## src/design/bcl_pkg.sv

```systemverilog
`timescale 1ns / 1ps
// ----------------------------------------------------------------------------
// bcl_pkg: shared types and constants of the binary clock strip driver
// Holds the port words, the front-to-back queue word, the register set and
// the constants of the time conversion and the pixel framing.
// ----------------------------------------------------------------------------
package bcl_pkg;

  // Framing of the strips.
  localparam int NUM_STRIPS       = 3;
  localparam int PIXELS_PER_STRIP = 4;
  localparam int BITS_PER_PIXEL   = 24;

  // Field widths.
  localparam int COUNT_W = 32;
  localparam int DIGIT_W = 4;
  localparam int LEVEL_W = 3;
  localparam int UNITS_W = 8;
  localparam int COLOR_W = 24;
  localparam int TICK_W  = 9;
  localparam int STRIP_W = 2;
  localparam int PIXEL_W = 2;
  localparam int BIT_W   = 5;

  // Time conversion constants.
  localparam int DAY_HALF_MINUTES  = 1440;
  localparam int HOUR_HALF_MINUTES = 120;
  localparam int NOON_HOUR         = 12;
  localparam int DECIMAL_BASE      = 10;
  // The day length is 32 * 45; the low five bits pass through and the rest
  // is reduced modulo 45 with a reciprocal of 2^32 / 45, rounded down.
  localparam int DAY_SHIFT         = 5;
  localparam int DAY_ODD_FACTOR    = 45;
  localparam logic [26:0] RECIP_45 = 27'd95443717;

  // Register reset values.
  localparam logic [UNITS_W-1:0] LONG_UNITS_RST  = 8'd9;
  localparam logic [UNITS_W-1:0] SHORT_UNITS_RST = 8'd3;
  localparam logic [COUNT_W-1:0] TIME_OFFSET_RST = 32'd1076;
  localparam logic [COLOR_W-1:0] ON_COLOR_RST    = 24'h010000;

  // Default depth of the queue between the front and back parts.
  localparam int QUEUE_DEPTH_DEFAULT = 4;

  // Word kinds.
  localparam logic MODE_TICK    = 1'b0;
  localparam logic MODE_COUNTER = 1'b1;

  // Register indexes on the configuration port.
  typedef enum logic [1:0] {
    REG_LONG_UNITS,
    REG_SHORT_UNITS,
    REG_TIME_OFFSET,
    REG_ON_COLOR
  } reg_idx_t;

  typedef struct packed {
    logic               mode;
    logic [COUNT_W-1:0] count;
  } in_t;

  typedef struct packed {
    logic [LEVEL_W-1:0] line_levels;
    logic               busy_res;
    logic               dropped;
  } out_t;

  // Classified word handed from the front part to the back part.
  typedef struct packed {
    logic               mode;
    logic [DIGIT_W-1:0] ones;
    logic [DIGIT_W-1:0] tens;
    logic [DIGIT_W-1:0] hour;
  } work_t;

  // Register set seen by the datapath.
  typedef struct packed {
    logic [UNITS_W-1:0] long_units;
    logic [UNITS_W-1:0] short_units;
    logic [COUNT_W-1:0] time_offset;
    logic [COLOR_W-1:0] on_color;
  } cfg_t;

endpackage

```

## src/design/binary_clock_led_strip_driver_unit.sv

```systemverilog
`timescale 1ns / 1ps
// ----------------------------------------------------------------------------
// binary_clock_led_strip_driver_unit: binary clock LED strip driver
// Each word passes the five conversion stages, the queue and the result
// register, in that order, before its result is on the ports.
// Throughput: one word per cycle while full is low; one result per word, in order.
// Reset: synchronous rst clears all control state and loads the register
// reset values; there is no clearing pass and no wait after reset.
// ----------------------------------------------------------------------------
module binary_clock_led_strip_driver_unit #(
  parameter int QUEUE_DEPTH = bcl_pkg::QUEUE_DEPTH_DEFAULT
) (
  input  logic          clk,
  input  logic          rst,
  input  logic          push,
  input  bcl_pkg::in_t  item,
  output logic          full,
  output logic          empty,
  input  logic          pop,
  output bcl_pkg::out_t result,
  input  logic          psel,
  input  logic          penable,
  input  logic          pwrite,
  input  logic [3:0]    paddr,
  input  logic [31:0]   pwdata,
  output logic [31:0]   prdata,
  output logic          pready
);
  import bcl_pkg::*;

  cfg_t  cfg;
  logic  q_push;
  logic  q_pop;
  logic  q_full;
  logic  q_empty;
  work_t q_in;
  work_t q_out;

  // Configuration registers.
  bcl_regs u_regs (
    .clk     (clk),
    .rst     (rst),
    .psel    (psel),
    .penable (penable),
    .pwrite  (pwrite),
    .paddr   (paddr),
    .pwdata  (pwdata),
    .prdata  (prdata),
    .pready  (pready),
    .cfg     (cfg)
  );

  // Front part: intake and time conversion.
  bcl_front u_front (
    .clk         (clk),
    .rst         (rst),
    .push        (push),
    .item        (item),
    .full        (full),
    .time_offset (cfg.time_offset),
    .q_push      (q_push),
    .q_word      (q_in),
    .q_full      (q_full)
  );

  // Queue between the two parts.
  bcl_queue #(
    .DEPTH (QUEUE_DEPTH)
  ) u_queue (
    .clk     (clk),
    .rst     (rst),
    .wr      (q_push),
    .wr_word (q_in),
    .q_full  (q_full),
    .rd      (q_pop),
    .rd_word (q_out),
    .q_empty (q_empty)
  );

  // Back part: refresh sequencer and waveform.
  bcl_back u_back (
    .clk     (clk),
    .rst     (rst),
    .cfg     (cfg),
    .q_empty (q_empty),
    .q_word  (q_out),
    .q_pop   (q_pop),
    .pop     (pop),
    .empty   (empty),
    .result  (result)
  );

  // Only the line of the strip being sent can be high.
  assert property (@(posedge clk) disable iff (rst)
    !empty |-> $onehot0(result.line_levels))
    else $error("more than one data line high");

  // A dropped counter word means a refresh is still running.
  assert property (@(posedge clk) disable iff (rst)
    (!empty && result.dropped) |-> result.busy_res)
    else $error("dropped word reported while idle");

  // The intake only stalls when the queue has no room.
  assert property (@(posedge clk) disable iff (rst)
    full |-> q_full)
    else $error("intake stalled with room in the queue");

endmodule

```

## src/design/bcl_regs.sv

```systemverilog
`timescale 1ns / 1ps
// ----------------------------------------------------------------------------
// bcl_regs: configuration register file
// APB-style slave holding the phase lengths, the time offset and the color.
// ----------------------------------------------------------------------------
module bcl_regs (
  input  logic               clk,
  input  logic               rst,
  input  logic               psel,
  input  logic               penable,
  input  logic               pwrite,
  input  logic [3:0]         paddr,
  input  logic [31:0]        pwdata,
  output logic [31:0]        prdata,
  output logic               pready,
  output bcl_pkg::cfg_t      cfg
);
  import bcl_pkg::*;

  reg_idx_t idx;
  logic     wr_en;

  assign idx    = reg_idx_t'(paddr[3:2]);
  assign wr_en  = psel && penable && pwrite;
  assign pready = 1'b1;

  // Register writes in the access cycle.
  always_ff @(posedge clk) begin
    if (rst) begin
      cfg.long_units  <= LONG_UNITS_RST;
      cfg.short_units <= SHORT_UNITS_RST;
      cfg.time_offset <= TIME_OFFSET_RST;
      cfg.on_color    <= ON_COLOR_RST;
    end else if (wr_en) begin
      case (idx)
        REG_LONG_UNITS:  cfg.long_units  <= pwdata[UNITS_W-1:0];
        REG_SHORT_UNITS: cfg.short_units <= pwdata[UNITS_W-1:0];
        REG_TIME_OFFSET: cfg.time_offset <= pwdata[COUNT_W-1:0];
        REG_ON_COLOR:    cfg.on_color    <= pwdata[COLOR_W-1:0];
        default: ;
      endcase
    end
  end

  // Read data mux.
  always_comb begin
    case (idx)
      REG_LONG_UNITS:  prdata = {{(32-UNITS_W){1'b0}}, cfg.long_units};
      REG_SHORT_UNITS: prdata = {{(32-UNITS_W){1'b0}}, cfg.short_units};
      REG_TIME_OFFSET: prdata = cfg.time_offset;
      REG_ON_COLOR:    prdata = {{(32-COLOR_W){1'b0}}, cfg.on_color};
      default:         prdata = '0;
    endcase
  end

endmodule

```

## src/design/bcl_front.sv

```systemverilog
`timescale 1ns / 1ps
// ----------------------------------------------------------------------------
// bcl_front: word intake and time conversion
// Five-stage pipeline that takes words, and for counter words turns the
// half-minute count into minute ones, minute tens and hour digits.
// ----------------------------------------------------------------------------
module bcl_front (
  input  logic                           clk,
  input  logic                           rst,
  input  logic                           push,
  input  bcl_pkg::in_t                   item,
  output logic                           full,
  input  logic [bcl_pkg::COUNT_W-1:0]    time_offset,
  output logic                           q_push,
  output bcl_pkg::work_t                 q_word,
  input  logic                           q_full
);
  import bcl_pkg::*;

  localparam int XW = COUNT_W - DAY_SHIFT;
  localparam int QW = 22;
  localparam int RW = 11;

  logic advance;

  // Stage 1: offset sum.
  logic               v1, m1;
  logic [COUNT_W-1:0] sum1;
  // Stage 2: reciprocal quotient.
  logic               v2, m2;
  logic [COUNT_W-1:0] sum2;
  logic [QW-1:0]      quo2;
  // Stage 3: time of day in half-minutes.
  logic               v3, m3;
  logic [RW-1:0]      r3;
  // Stage 4: hour and minutes.
  logic               v4, m4;
  logic [DIGIT_W-1:0] hour4;
  logic [5:0]         min4;
  // Stage 5: finished digits.
  logic               v5;
  work_t              w5;

  logic [2*XW-1:0]    prod;
  logic [XW-1:0]      rem45;
  logic [11:0]        r_raw;
  logic [RW-1:0]      r_next;
  logic [DIGIT_W-1:0] hh;
  logic [RW-1:0]      hour_rem;
  logic [DIGIT_W-1:0] tens;
  logic [DIGIT_W-1:0] ones;

  // The whole pipeline holds while its last word cannot enter the queue.
  assign advance = !(v5 && q_full);
  assign full    = !advance;
  assign q_push  = v5 && !q_full;
  assign q_word  = w5;

  // Quotient of the upper sum bits by 45, low by at most one.
  assign prod = sum1[COUNT_W-1:DAY_SHIFT] * RECIP_45;

  // Remainder modulo 45 is below 90; one subtract brings it under the day.
  always_comb begin
    rem45 = sum2[COUNT_W-1:DAY_SHIFT] - XW'(quo2 * XW'(DAY_ODD_FACTOR));
    r_raw = {rem45[6:0], sum2[DAY_SHIFT-1:0]};
    if (r_raw >= 12'(DAY_HALF_MINUTES)) begin
      r_next = RW'(r_raw - 12'(DAY_HALF_MINUTES));
    end else begin
      r_next = r_raw[RW-1:0];
    end
  end

  // Hour by parallel compares against each hour boundary.
  always_comb begin
    hh = '0;
    for (int k = 1; k < NOON_HOUR; k++) begin
      if (r3 >= RW'(k * HOUR_HALF_MINUTES)) begin
        hh = hh + 4'd1;
      end
    end
    hour_rem = r3 - RW'(RW'(hh) * RW'(HOUR_HALF_MINUTES));
  end

  // Decimal split of the minutes.
  always_comb begin
    tens = '0;
    for (int k = 1; k < 6; k++) begin
      if (min4 >= 6'(k * DECIMAL_BASE)) begin
        tens = tens + 4'd1;
      end
    end
    ones = DIGIT_W'(min4 - 6'(6'(tens) * 6'(DECIMAL_BASE)));
  end

  // Valid bits of the stages.
  always_ff @(posedge clk) begin
    if (rst) begin
      v1 <= 1'b0;
      v2 <= 1'b0;
      v3 <= 1'b0;
      v4 <= 1'b0;
      v5 <= 1'b0;
    end else if (advance) begin
      v1 <= push;
      v2 <= v1;
      v3 <= v2;
      v4 <= v3;
      v5 <= v4;
    end
  end

  // Stage payloads.
  always_ff @(posedge clk) begin
    if (advance) begin
      m1    <= item.mode;
      sum1  <= item.count + time_offset;
      m2    <= m1;
      sum2  <= sum1;
      quo2  <= prod[COUNT_W+QW-1:COUNT_W];
      m3    <= m2;
      r3    <= r_next;
      m4    <= m3;
      hour4 <= (hh == '0) ? DIGIT_W'(NOON_HOUR) : hh;
      min4  <= hour_rem[6:1];
      w5.mode <= m4;
      w5.ones <= ones;
      w5.tens <= tens;
      w5.hour <= hour4;
    end
  end

endmodule

```

## src/design/bcl_queue.sv

```systemverilog
`timescale 1ns / 1ps
// ----------------------------------------------------------------------------
// bcl_queue: queue between the front and back parts
// Small first-in first-out store of classified words with a head view.
// ----------------------------------------------------------------------------
module bcl_queue #(
  parameter int DEPTH = bcl_pkg::QUEUE_DEPTH_DEFAULT
) (
  input  logic           clk,
  input  logic           rst,
  input  logic           wr,
  input  bcl_pkg::work_t wr_word,
  output logic           q_full,
  input  logic           rd,
  output bcl_pkg::work_t rd_word,
  output logic           q_empty
);
  import bcl_pkg::*;

  localparam int PW = (DEPTH > 1) ? $clog2(DEPTH) : 1;
  localparam int CW = $clog2(DEPTH + 1);

  work_t         slots [DEPTH];
  logic [PW-1:0] wr_ptr;
  logic [PW-1:0] rd_ptr;
  logic [CW-1:0] fill;
  logic          do_wr;
  logic          do_rd;

  assign q_full  = (fill == CW'(DEPTH));
  assign q_empty = (fill == '0);
  assign do_wr   = wr && !q_full;
  assign do_rd   = rd && !q_empty;
  assign rd_word = slots[rd_ptr];

  // Storage.
  always_ff @(posedge clk) begin
    if (do_wr) begin
      slots[wr_ptr] <= wr_word;
    end
  end

  // Pointers and fill count.
  always_ff @(posedge clk) begin
    if (rst) begin
      wr_ptr <= '0;
      rd_ptr <= '0;
      fill   <= '0;
    end else begin
      if (do_wr) begin
        wr_ptr <= (wr_ptr == PW'(DEPTH - 1)) ? '0 : wr_ptr + 1'b1;
      end
      if (do_rd) begin
        rd_ptr <= (rd_ptr == PW'(DEPTH - 1)) ? '0 : rd_ptr + 1'b1;
      end
      if (do_wr && !do_rd) begin
        fill <= fill + 1'b1;
      end else if (do_rd && !do_wr) begin
        fill <= fill - 1'b1;
      end
    end
  end

endmodule

```

## src/design/bcl_back.sv

```systemverilog
`timescale 1ns / 1ps
// ----------------------------------------------------------------------------
// bcl_back: refresh sequencer and line waveform generator
// Runs the strip, pixel and bit counters on tick words and registers one
// result for every word it takes from the queue.
// ----------------------------------------------------------------------------
module bcl_back (
  input  logic           clk,
  input  logic           rst,
  input  bcl_pkg::cfg_t  cfg,
  input  logic           q_empty,
  input  bcl_pkg::work_t q_word,
  output logic           q_pop,
  input  logic           pop,
  output logic           empty,
  output bcl_pkg::out_t  result
);
  import bcl_pkg::*;

  logic               sending;
  logic [STRIP_W-1:0] strip_index;
  logic [PIXEL_W-1:0] pixel_index;
  logic [BIT_W-1:0]   bit_index;
  logic               phase_high;
  logic [TICK_W-1:0]  tick_counter;
  logic [DIGIT_W-1:0] digit_store [NUM_STRIPS];
  logic               res_valid;

  logic               go;
  logic [LEVEL_W-1:0] level;
  logic [DIGIT_W-1:0] digit;
  logic [BIT_W-1:0]   bit_pos;
  logic               one;
  logic [UNITS_W-1:0] len;
  logic [TICK_W-1:0]  tick_inc;
  logic               phase_done;

  // A word is taken whenever the result register is free or being emptied.
  assign go    = !q_empty && (!res_valid || pop);
  assign q_pop = go;
  assign empty = !res_valid;

  // Line level held before the word and the bit being sent.
  always_comb begin
    level = '0;
    if (sending && phase_high) begin
      level[strip_index] = 1'b1;
    end
    digit = digit_store[NUM_STRIPS-1];
    for (int s = 0; s < NUM_STRIPS; s++) begin
      if (strip_index == STRIP_W'(s)) begin
        digit = digit_store[s];
      end
    end
    bit_pos    = BIT_W'(BITS_PER_PIXEL - 1) - bit_index;
    one        = digit[pixel_index] && cfg.on_color[bit_pos];
    len        = (phase_high == one) ? cfg.long_units : cfg.short_units;
    tick_inc   = tick_counter + 1'b1;
    phase_done = (tick_inc >= TICK_W'(len) + 1'b1);
  end

  // Sequencer state and the result register.
  always_ff @(posedge clk) begin
    if (rst) begin
      sending      <= 1'b0;
      strip_index  <= '0;
      pixel_index  <= '0;
      bit_index    <= '0;
      phase_high   <= 1'b0;
      tick_counter <= '0;
      res_valid    <= 1'b0;
    end else begin
      if (go) begin
        res_valid <= 1'b1;
      end else if (pop) begin
        res_valid <= 1'b0;
      end
      if (go && q_word.mode == MODE_COUNTER && !sending) begin
        sending      <= 1'b1;
        strip_index  <= '0;
        pixel_index  <= '0;
        bit_index    <= '0;
        phase_high   <= 1'b1;
        tick_counter <= '0;
      end else if (go && q_word.mode == MODE_TICK && sending) begin
        if (!phase_done) begin
          tick_counter <= tick_inc;
        end else begin
          tick_counter <= '0;
          if (phase_high) begin
            phase_high <= 1'b0;
          end else begin
            phase_high <= 1'b1;
            if (bit_index != BIT_W'(BITS_PER_PIXEL - 1)) begin
              bit_index <= bit_index + 1'b1;
            end else begin
              bit_index <= '0;
              if (pixel_index != PIXEL_W'(PIXELS_PER_STRIP - 1)) begin
                pixel_index <= pixel_index + 1'b1;
              end else begin
                pixel_index <= '0;
                if (strip_index != STRIP_W'(NUM_STRIPS - 1)) begin
                  strip_index <= strip_index + 1'b1;
                end else begin
                  // Last bit of the last strip ends the refresh.
                  strip_index <= '0;
                  phase_high  <= 1'b0;
                  sending     <= 1'b0;
                end
              end
            end
          end
        end
      end
    end
  end

  // Digits are loaded when a refresh starts; result payload follows each word.
  always_ff @(posedge clk) begin
    if (go && q_word.mode == MODE_COUNTER && !sending) begin
      digit_store[0] <= q_word.ones;
      if (NUM_STRIPS > 1) begin
        digit_store[1 % NUM_STRIPS] <= q_word.tens;
      end
      if (NUM_STRIPS > 2) begin
        digit_store[2 % NUM_STRIPS] <= q_word.hour;
      end
    end
    if (go) begin
      result.line_levels <= level;
      result.dropped     <= (q_word.mode == MODE_COUNTER) && sending;
      if (q_word.mode == MODE_COUNTER) begin
        result.busy_res <= 1'b1;
      end else begin
        result.busy_res <= sending && !(phase_done && !phase_high
                           && bit_index == BIT_W'(BITS_PER_PIXEL - 1)
                           && pixel_index == PIXEL_W'(PIXELS_PER_STRIP - 1)
                           && strip_index == STRIP_W'(NUM_STRIPS - 1));
      end
    end
  end

endmodule
```

## config.mk

```make
export PLATFORM = sky130hd
export DESIGN_NAME = binary_clock_led_strip_driver_unit
export DESIGN_NICKNAME = d
export VERILOG_FILES = /design/src/design/bcl_pkg.sv /design/src/design/binary_clock_led_strip_driver_unit.sv /design/src/design/bcl_regs.sv /design/src/design/bcl_front.sv /design/src/design/bcl_queue.sv /design/src/design/bcl_back.sv
export SDC_FILE = /design/constraint.sdc
export NUM_CORES = 1
export LEC_CHECK = 0
export BUFFER_PORTS_ARGS = -buffer_cell sky130_fd_sc_hd__buf_2
export CORE_MARGIN = 5
export CORE_UTILIZATION = 55
export CTS_BUF_LIST = sky130_fd_sc_hd__clkbuf_2
export CTS_CLUSTER_DIAMETER = 50
export DETAILED_ROUTE_END_ITERATION = 6
export GPL_ROUTABILITY_DRIVEN = 0
export PLACE_DENSITY = 0.73
export SLEW_MARGIN = 40
export SYNTH_ARGS = -nofsm -noshare
export SYNTH_HDL_FRONTEND = slang
export SYNTH_HIERARCHICAL = 1
export SYNTH_SLANG_ARGS = --single-unit
```

## constraint.sdc

```tcl
create_clock -name clk -period 9.3 [get_ports clk]
set_input_delay 1.86 -clock clk [delete_from_list [all_inputs] [get_ports clk]]
set_output_delay 1.86 -clock clk [all_outputs]
set_load 0.05 [all_outputs]
```

==> out/results.tsv, run 1 <==
stage	metric	value	unit
outcome	outcome	completed	
clock_tree	clock insertion delay at the later pin of the skew report	0.96	ns
placed_design	cell area after placement	0.0239	mm^2
setup_path	peak per-stage delay on the critical path	0.58	ns
sta	Final Setup Violations	0	
finish	total non-filler cell area in the finished layout	0.0245	mm^2
setup_path	cell count of the worst reg-to-reg path	32	
setup_path	Critical Path Source	u_front/r3[8]$_DFFE_PN_	
synthesis	commonest cells in the synthesized netlist	402 x inv_1, 280 x ha_1, 186 x fa_1	
hold_path	path category of the worst min-delay check	reg2reg	
sta	post-route clock period utilization	79.2	%
synthesis	post-synthesis cell type with the largest combined area	edfxtp_1	
setup_path	most numerous cell on the critical path	ha_1	
routing	DRT antenna net count	0	
global_routing	antenna violations before repair	5	
clock_tree	clock tree sinks	262	
clock_tree	Post-CTS Repair Setup Buffers	0	
global_routing	Overflow after GRT	0	
setup_path	kind of start point of the critical path	register	
setup_path	Critical Path End Type	register	
clock_tree	Clock transition at path regs	0.11	ns
floorplanning	die area	0.0460	mm^2
sta	RSZ-0062 raised after global routing	no	
synthesis	number of storage elements in the synthesis netlist	262	
routing	DRC marker count from the first detailed-route iteration	876	
sta	fin crit period	7.36	ns
clock_tree	number of buffers created by CTS	70	
clock_tree	Clock Path Buffers	3	
global_routing	pin count of the biggest net entering global routing	96	
job	max-cap violations	0	
finish	fillcell total	3457	
synthesis	most area-consuming cells after synthesis	edfxtp_1 20%, fa_1 16%, ha_1 15%, dfxtp_1 9.3%, inv_1 6.6%	
sta	setup TNS	0	ns
placed_design	count of buffers from port buffering	112	
routing	# DRC	0	
synthesis	share of async-settable or async-resettable flops after synthesis	0	%
synthesis	most common cell in the synthesized netlist	inv_1	
setup_path	Req. time, crit path	9.93	ns
floorplanning	core area	0.0411	mm^2
synthesis	post-synthesis instance area	0.0230	mm^2
synthesis	Main synth FF type	edfxtp_1	
clock_tree	clock tree root buffer cell	clkbuf_2	
synthesis	Synth Area per Inst	10.8	um^2
hold_path	launch point of the worst hold path	u_front/sum1[4]$_DFFE_PN_	
clock_tree	maximum level of the CTS H-tree	3	
clock_tree	hold-fix buffer count after cts	0	
synthesis	post-synthesis net count	2676	
setup_path	terminus of the critical flop-to-flop path	u_front/min4[5]$_DFFE_PN_	
sta	headroom to the max-slew limit	45.5	%
finish	area delta synth->final	6.83	%
clock_tree	TritonCTS clock tree	yes	
routing	drt wl/cell	17.6	um
setup_path	origin of the critical flop-to-flop path	u_front/r3[8]$_DFFE_PN_	
sta	Layout Skew	0.101	ns
synthesis	Synth top area share	20.3	%
setup_path	data arrival time of the critical path	8.00	ns
hold_path	number of cells traversed by the worst hold path	0	
floorplanning	effective utilization at floorplan	55.9	%
setup_path	Critical Path Slowest Stage Cell	edfxtp_1	
synthesis	number of warnings printed during yosys synthesis	6	
setup_path	worst-path maximum fanout	12	
finish	fraction of layout instances using a drive strength above 1	14.6	%
setup_path	classification of the worst setup path	reg2reg	
routing	aggregate routed wire length	50400	um
sta	Max Fclk	136	MHz
synthesis	number of distinct library cell variants in the gate-level netlist after synthesis	104	
clock_tree	Post-CTS Resized	0	
finish	number of nets in the layout	2810	
sta	number of failing hold endpoints at the final stage	0	
hold_path	end point of the worst hold path	u_front/sum2[4]$_DFFE_PN_	
floorplanning	die outline height	214	um
routing	iteration count of the initial detailed-routing pass	6	
sta	Slew @ Worst Pin	0.816	ns
sta	Pins Over Slew Limit	0	
floorplanning	number of ports placed on the die boundary	116	
global_routing	total routing resource utilization after global routing	21.9	%
placed_design	post-detailed-placement half-perimeter wirelength	40100	um
routing	ratio of routed vias to standard cells	5.51	
floorplanning	width of the chip	214	um
routing	via count	15700	
global_routing	via count of the first global-routing pass	16500	
synthesis	register area share after synthesis	29.6	%
global_routing	wire length of the first global-routing pass	82500	um
synthesis	number of flops mapped to enable cells by yosys	155	
synthesis	count of mapped cells out of synthesis	2134	
floorplanning	number of core rows	74	
setup_path	internal reg-to-reg setup slack	1.94	ns
-- critical path: cells and delay by family, from the launching register on --
kind | cells | cell delay (ns)
AND/OR/NAND/NOR | 6 | 1.14
XOR/XNOR | 10 | 1.93
adder cells (fa/ha/maj) | 6 | 1.68
buffers and inverters | 3 | 0.34
flip-flops | 1 | 0.58
AO/OA/AOI/OAI | 7 | 1.44
-- sequential cells by signal (all words and copies together) (netlist names), 6 cells and up, named ones only --
name / flops
u_regs/cfg: 72
u_queue/slots: 52
u_front/q_word: 13
u_front/r3: 10
u_back/tick_counter: 9
u_front/min4: 6
u_front/quo2: 7
u_front/sum1: 31
u_back/digit_store: 12
u_front/sum2: 11
-- cells in the final DEF (no fill, tap or decap), drive strengths merged, types with 16 or more instances in the layout --
master / instances
inv: 407
xnor2: 91
nor2b: 30
nor2: 72
fa: 186
nor3: 16
nand3: 50
clkinv: 17
buf: 117
mux2i: 87
nand2b: 85
a21oi: 82
clkbuf: 106
mux4: 28
edfxtp: 155
o21ai: 62
nand2: 73
ha: 280
xor2: 34
a21o: 37
dfxtp: 107
-- routing by layer --
metal	global-route usage (%)	vias to the layer above	share of wire, %
li1	-	7492	-
met1	28.7	7653	43
met2	36.0	471	48
met3	5.24	120	6.5
met4	7.64	6	3.2
met5	0	-	0.093
-- per-stage QoR --
stage          utilization (%)  setup slack (ns)  hold slack (ns)  instances
2_1_floorplan                -              2.72            0.400       2134
3_3_place_gp              58.1              2.21            0.403       2727
3_5_place_dp              58.1              1.99            0.405       2727
4_1_cts                   59.6              1.94            0.373       2853
5_1_grt                   59.7              1.45            0.395       2857
6_report                  59.7              1.94            0.371       2857
-- area by class of cell --
cell class	instances	area [um^2]	area share (%)
flip-flops and latches	262	6800	27.7
clock buffers	106	531	2.16
clock inverters	20	101	0.413
well taps	532	666	2.71
diodes	3	7.51	0.0306
repair buffers	117	612	2.49
multi-input cells	1412	14300	58.3
inverters	405	1530	6.21
-- cell families after synthesis --
| family | after synthesis | synth area share (%) |
|---|---|---|
| AOI/OAI and AO/OA | 287 | 8.57 |
| xor gates and xnor gates | 128 | 5.43 |
| adders and majority gates | 466 | 31.5 |
| buffers and inverters | 460 | 8.19 |
| DFF | 262 | 29.6 |
| muxes | 120 | 6.93 |
| other | 1 | 0.0163 |
| and+or+nand+nor | 410 | 9.82 |
-- how the worst max path moves through the flow --
stage	endpoint	slack (ns)
5_1_grt	u_front/min4[5]$_DFFE_PN_	1.45
6_report	u_front/min4[5]$_DFFE_PN_	1.94
2_1_floorplan	u_front/min4[5]$_DFFE_PN_	2.72
3_3_place_gp	u_front/min4[5]$_DFFE_PN_	2.21
3_5_place_dp	u_front/min4[5]$_DFFE_PN_	1.99
4_1_cts	u_front/min4[5]$_DFFE_PN_	1.94
Power of run 1 is not shown: default switching activity piles up to over one toggle a cycle in this logic, so the estimate is an artifact.
==> run 2: changes to the inputs <==
--- a/config.mk
+++ b/config.mk
@@ -5,6 +5,7 @@
 export SDC_FILE = /design/constraint.sdc
 export NUM_CORES = 1
 export LEC_CHECK = 0
+export ABC_AREA = 1
 export BUFFER_PORTS_ARGS = -buffer_cell sky130_fd_sc_hd__buf_2
 export CORE_MARGIN = 5
 export CORE_UTILIZATION = 55
==> constraint.sdc (replaced) <==
create_clock -name clk -period 7.6 [get_ports clk]
set_input_delay 1.52 -clock clk [delete_from_list [all_inputs] [get_ports clk]]
set_output_delay 1.52 -clock clk [all_outputs]
set_load 0.05 [all_outputs]
==> run 2 against run 1 <==
Against the previous run:
- critical path depth increased by 13
- clock-buffer cell count decreased by 10
- synthesized cell count increased by 26%
- routed wire length increased by 8.1%
- critical path type unchanged
- critical endpoint unchanged
- highest routed layer unchanged
==> out/results.tsv, run 2 <==
stage	metric	value	unit
outcome	outcome	completed	
synthesis	post-synthesis instance area	0.0233	mm^2
routing	DRC marker count from the first detailed-route iteration	1162	
synthesis	most common cell in the synthesized netlist	inv_1	
placed_design	post-detailed-placement half-perimeter wirelength	43800	um
synthesis	number of distinct library cell variants in the gate-level netlist after synthesis	65	
floorplanning	die outline height	216	um
synthesis	count of mapped cells out of synthesis	2694	
sta	headroom to the max-slew limit	44.7	%
setup_path	most numerous cell on the critical path	nand2_1	
routing	via count	18300	
synthesis	Synth top area share	20.0	%
finish	max reg flops	72	
synthesis	post-synthesis cell type with the largest combined area	edfxtp_1	
synthesis	number of warnings printed during yosys synthesis	6	
sta	Pins Over Slew Limit	0	
finish	number of nets in the layout	3382	
synthesis	Synth Area per Inst	8.65	um^2
sta	Layout Skew	0.0690	ns
routing	# DRC	0	
setup_path	Critical Path End Type	register	
setup_path	worst-path maximum fanout	6	
synthesis	number of flops mapped to enable cells by yosys	155	
routing	DRT antenna net count	0	
setup_path	Req. time, crit path	8.30	ns
setup_path	Critical Path Slowest Stage Cell	edfxtp_1	
global_routing	antenna violations before repair	8	
clock_tree	Post-CTS Repair Setup Buffers	0	
global_routing	via count of the first global-routing pass	18600	
sta	post-route clock period utilization	89.4	%
sta	number of failing hold endpoints at the final stage	0	
finish	area delta synth->final	7.13	%
floorplanning	number of core rows	75	
routing	drt wl/cell	15.8	um
clock_tree	Post-CTS Resized	0	
clock_tree	maximum level of the CTS H-tree	3	
placed_design	count of buffers from port buffering	112	
clock_tree	TritonCTS clock tree	yes	
global_routing	wire length of the first global-routing pass	89200	um
global_routing	total routing resource utilization after global routing	23.2	%
finish	commonest non-fill, non-tap cell in the layout	inv_1	
routing	iteration count of the initial detailed-routing pass	6	
clock_tree	clock tree sinks	262	
finish	fraction of layout instances using a drive strength above 1	11.2	%
setup_path	data arrival time of the critical path	7.50	ns
global_routing	Overflow after GRT	0	
setup_path	kind of start point of the critical path	register	
sta	setup TNS	0	ns
synthesis	post-synthesis net count	3236	
floorplanning	effective utilization at floorplan	55.6	%
sta	RSZ-0062 raised after global routing	no	
clock_tree	hold-fix buffer count after cts	0	
synthesis	commonest cells in the synthesized netlist	558 x inv_1, 414 x nand2_1, 280 x ha_1	
hold_path	path category of the worst min-delay check	reg2reg	
routing	ratio of routed vias to standard cells	5.32	
global_routing	pin count of the biggest net entering global routing	80	
sta	fin crit period	6.80	ns
synthesis	register area share after synthesis	29.2	%
routing	aggregate routed wire length	54500	um
sta	worst hold slack across all endpoints	0.424	ns
clock_tree	Clock transition at path regs	0.10	ns
synthesis	most area-consuming cells after synthesis	edfxtp_1 20%, fa_1 16%, ha_1 15%, dfxtp_1 9.2%, inv_1 9.0%	
setup_path	peak per-stage delay on the critical path	0.45	ns
floorplanning	core area	0.0419	mm^2
job	max-cap violations	0	
finish	top register by number of flip-flops	u_regs/cfg	
clock_tree	clock tree root buffer cell	clkbuf_2	
sta	Slew @ Worst Pin	0.828	ns
setup_path	classification of the worst setup path	reg2reg	
sta	Final Setup Violations	0	
clock_tree	clock insertion delay at the later pin of the skew report	0.95	ns
synthesis	share of async-settable or async-resettable flops after synthesis	0	%
clock_tree	number of buffers created by CTS	71	
floorplanning	width of the chip	216	um
clock_tree	Clock Path Buffers	3	
floorplanning	die area	0.0466	mm^2
sta	Max Fclk	147	MHz
floorplanning	number of ports placed on the die boundary	116	
finish	fillcell total	3609	
synthesis	number of storage elements in the synthesis netlist	262	
finish	largest registers	u_regs/cfg (72), u_queue/slots (52), u_front/sum1 (31)	
finish	most frequent cells in the layout	558 x inv_1, 413 x nand2_1, 280 x ha_1	
synthesis	Main synth FF type	edfxtp_1	
-- run 2: cell count changes in the layout (fill, tap and decap cells not counted), sizes merged, moves of 14 or more --
cell and delta:
nand3 +157, nand2 +375, inv +171, a22o +16
xor2 +28, nor2 +201, o21ai +14, a21oi +20
mux2i -87, a21o -34, mux4 -28, nand2b -84
xnor2 -59, nor2b -30
-- run 2: final timing paths --
path                            slack (ns)                          end                           start  depth (start not counted)
worst max-delay path                  0.80    u_front/min4[5]$_DFFE_PN_         u_front/r3[7]$_DFFE_PN_                         45
worst min-delay path                  0.42  u_front/q_word[1]$_DFFE_PN_  u_front/hour4[1]$_SDFFCE_PN0N_                          0
worst max register to register        0.80    u_front/min4[5]$_DFFE_PN_         u_front/r3[7]$_DFFE_PN_                         45
worst min register to register        0.42  u_front/q_word[1]$_DFFE_PN_  u_front/hour4[1]$_SDFFCE_PN0N_                          0
-- run 2: cell type report --
type | instances | area, um^2 | share of cell area [%]
tap | 539 | 674 | 2.70
clock buffer | 96 | 480 | 1.92
sequential | 262 | 6800 | 27.2
clock inverter | 32 | 154 | 0.616
timing repair buffer | 120 | 624 | 2.50
antenna | 4 | 10.0 | 0.0401
multi-input combinational | 1810 | 14100 | 56.3
inverter | 575 | 2170 | 8.68
-- run 2: cell families after synthesis --
family	after synthesis	share of synthesized area (%)
adder cells (fa/ha/maj)	466	31.0
flip-flops	262	29.2
buffers and inverters	622	10.6
multiplexers	1	0.0483
XOR/XNOR	94	3.53
other	1	0.0161
AND/OR/NAND/NOR	992	19.1
AO/OA/AOI/OAI	256	6.52
-- run 2: worst max-delay path: cells and delay by family, from the launching register on --
kind                       cells  cell delay [ns]
xor gates and xnor gates       3             0.48
buffers and inverters          6             0.46
AOI/OAI and AO/OA              5             0.46
DFF                            1             0.45
and+or+nand+nor               25             3.12
adders and majority gates      6             1.61
-- run 2: routing by layer --
metal  routed length, um  track usage, %
met2               26300            39.4
met4                1710            8.28
met5                  45               0
met3                3430            4.16
met1               23000            30.1
-- run 2: through the flow --
| step | cells | utilization, % | cell area, um^2 | worst slack [ns] |
|---|---|---|---|---|
| final | 3438 | 59.5 | 25000 | 0.803 |
| after global routing | 3438 | 59.5 | 25000 | 0.229 |
| after floorplan | 2694 | - | 23300 | 1.43 |
| after CTS | 3434 | 59.5 | 25000 | 0.796 |
| after global placement | 3306 | 58.0 | 24300 | 0.907 |
| after detailed placement | 3306 | 58.0 | 24300 | 0.822 |
Power of run 2 is left out for the same reason.
==> run 3: changes to the inputs <==
--- a/config.mk
+++ b/config.mk
@@ -13,7 +13,7 @@
 export CTS_CLUSTER_DIAMETER = 50
 export DETAILED_ROUTE_END_ITERATION = 6
 export GPL_ROUTABILITY_DRIVEN = 0
-export PLACE_DENSITY = 0.73
+export PLACE_DENSITY = 0.76
 export SLEW_MARGIN = 40
 export SYNTH_ARGS = -nofsm -noshare
 export SYNTH_HDL_FRONTEND = slang
==> constraint.sdc (replaced) <==
create_clock -name clk -period 5.6 [get_ports clk]
set_input_delay 1.12 -clock clk [delete_from_list [all_inputs] [get_ports clk]]
set_output_delay 1.12 -clock clk [all_outputs]
set_load 0.05 [all_outputs]
==> run 3 against run 2 <==
Against the previous run:
- the run now ends with setup timing left
- routed wire length up 12%
- global-route usage up 2.2 points
- sequential share of layout area down 2.3 points
- critical endpoint unchanged
- hold slack worse by 0.065 ns
- cell count up 5.3%
- critical path type unchanged
- first-iteration DRC count up 27%
- via count up 6.9%
- maximum frequency up 8.8%
- sequential cell count unchanged
- clock-buffer cell count down 7
==> out/results.tsv, run 3 (synthesis gave the netlist of run 2 again) <==
stage	metric	value	unit
outcome	outcome	finished with violations	
outcome	failing checks	setup timing	
setup_path	kind of start point of the critical path	register	
clock_tree	clock tree sinks	262	
global_routing	total routing resource utilization after global routing	25.5	%
global_routing	wire length of the first global-routing pass	97600	um
routing	DRC marker count from the first detailed-route iteration	1479	
setup_path	Critical Path End Type	register	
finish	commonest non-fill, non-tap cell in the layout	inv_1	
clock_tree	maximum level of the CTS H-tree	3	
floorplanning	number of core rows	75	
sta	Slew @ Worst Pin	0.818	ns
sta	Pins Over Slew Limit	0	
global_routing	Overflow after GRT	0	
routing	# DRC	0	
setup_path	most numerous cell on the critical path	nand2_1	
global_routing	antenna violations before repair	4	
floorplanning	die area	0.0466	mm^2
finish	max reg flops	72	
sta	Layout Skew	0.0969	ns
routing	DRT antenna net count	0	
finish	total non-filler cell area in the finished layout	0.0273	mm^2
routing	aggregate routed wire length	60900	um
clock_tree	Clock transition at path regs	0.11	ns
routing	routed length on met3	4310	um
clock_tree	Clock Path Buffers	3	
routing	uppermost routed layer	met5	
clock_tree	clock tree root buffer cell	clkbuf_2	
setup_path	peak per-stage delay on the critical path	0.49	ns
placed_design	cell area after placement	0.0255	mm^2
placed_design	count of buffers from port buffering	112	
sta	number of failing hold endpoints at the final stage	0	
job	max-cap violations	0	
placed_design	post-detailed-placement half-perimeter wirelength	45800	um
setup_path	Critical Path Slowest Stage Cell	edfxtp_1	
sta	RSZ-0062 raised after global routing	yes	
finish	top register by number of flip-flops	u_regs/cfg	
routing	iteration count of the initial detailed-routing pass	7	
clock_tree	TritonCTS clock tree	yes	
sta	Max Fclk	160	MHz
setup_path	data arrival time of the critical path	6.87	ns
floorplanning	core area	0.0419	mm^2
sta	Final Setup Violations	9	
routing	total met2 wirelength after detailed routing	30500	um
floorplanning	die outline height	216	um
clock_tree	number of buffers created by CTS	67	
floorplanning	number of ports placed on the die boundary	116	
setup_path	classification of the worst setup path	reg2reg	
sta	post-route clock period utilization	112	%
routing	ratio of routed vias to standard cells	5.40	
sta	worst setup margin	-0.647	ns
setup_path	worst-path maximum fanout	5	
floorplanning	effective utilization at floorplan	55.6	%
routing	via count	19600	
finish	fraction of layout instances using a drive strength above 1	21.1	%
finish	most frequent cells in the layout	529 x inv_1, 388 x nand2_1, 251 x nor2_1	
global_routing	pin count of the biggest net entering global routing	81	
routing	drt wl/cell	16.8	um
setup_path	Req. time, crit path	6.22	ns
placed_design	Placement Setup Slack	-0.508	ns
global_routing	via count of the first global-routing pass	20100	
hold_path	path category of the worst min-delay check	reg2reg	
finish	fillcell total	3145	
clock_tree	clock insertion delay at the later pin of the skew report	0.87	ns
sta	headroom to the max-slew limit	45.4	%
floorplanning	width of the chip	216	um
routing	routed metal-1 wire length	23700	um
finish	area delta synth->final	17.2	%
finish	number of nets in the layout	3571	
finish	largest registers	u_regs/cfg (72), u_queue/slots (52), u_front/sum1 (31)	
sta	fin crit period	6.25	ns
run 3: cell count changes in the layout (fill, tap and decap cells not counted), sizes merged:
cell	before	now
buf	120	313
inv	578	576
bufinv	0	5
clkinv	28	23
diode	4	3
clkbuf	96	89
run 3: through the flow:
stage / hold WS, ns / utilization [%] / cells / TNS (ns)
2_1_floorplan: 0.400 / - / 2694 / -0.174
3_3_place_gp: 0.404 / 60.8 / 3438 / -1.17
3_5_place_dp: 0.407 / 60.8 / 3438 / -1.90
4_1_cts: 0.349 / 64.1 / 3603 / -0.453
5_1_grt: 0.357 / 65.1 / 3619 / -4.50
6_report: 0.359 / 65.1 / 3621 / -1.41
run 3: routing by layer:
metal  vias up  track usage, %
met5         -               0
met4         4            8.81
met2       829            45.6
met3       182            4.11
met1      9240            31.2
li1       9308               -
run 3: cell type report:
cell class	count	area, um^2	share of cell area, %
antenna	3	7.51	0.0275
clock buffer	89	445	1.63
clock inverter	30	260	0.953
inverter	575	2170	7.96
multi-input combinational	1810	14800	54.3
sequential	262	6800	24.9
tap	539	674	2.47
timing repair buffer	313	2120	7.77
run 3: repair_timing:
action                                  4_1_cts  5_1_grt
hold endpoints to repair                      0        0
gates resized for setup                      69       72
hold buffers                                  0        0
pin swaps                                    90       74
endpoints found under the setup margin        9       13
buffers inserted                             46       16
run 3: worst max-delay path, delay by kind of cell, from the launching register on:
kind | cells | cell delay [ns]
buffers and inverters | 5 | 0.37
AND/OR/NAND/NOR | 24 | 2.75
AO/OA/AOI/OAI | 5 | 0.43
XOR/XNOR | 3 | 0.51
adder cells (fa/ha/maj) | 6 | 1.46
flip-flops | 1 | 0.49
run 3: path summary, 6_finish.rpt:
path / start / cells past startpoint / slack, ns / to
setup reg to reg: u_front/r3[8]$_DFFE_PN_ / 43 / -0.65 / u_front/min4[5]$_DFFE_PN_
hold reg to reg: u_front/r3[1]$_DFFE_PN_ / 0 / 0.36 / u_front/min4[0]$_DFFE_PN_
setup / recovery: u_front/r3[8]$_DFFE_PN_ / 43 / -0.65 / u_front/min4[5]$_DFFE_PN_
hold / removal: u_front/r3[1]$_DFFE_PN_ / 0 / 0.36 / u_front/min4[0]$_DFFE_PN_
Power of run 3 is left out for the same reason.
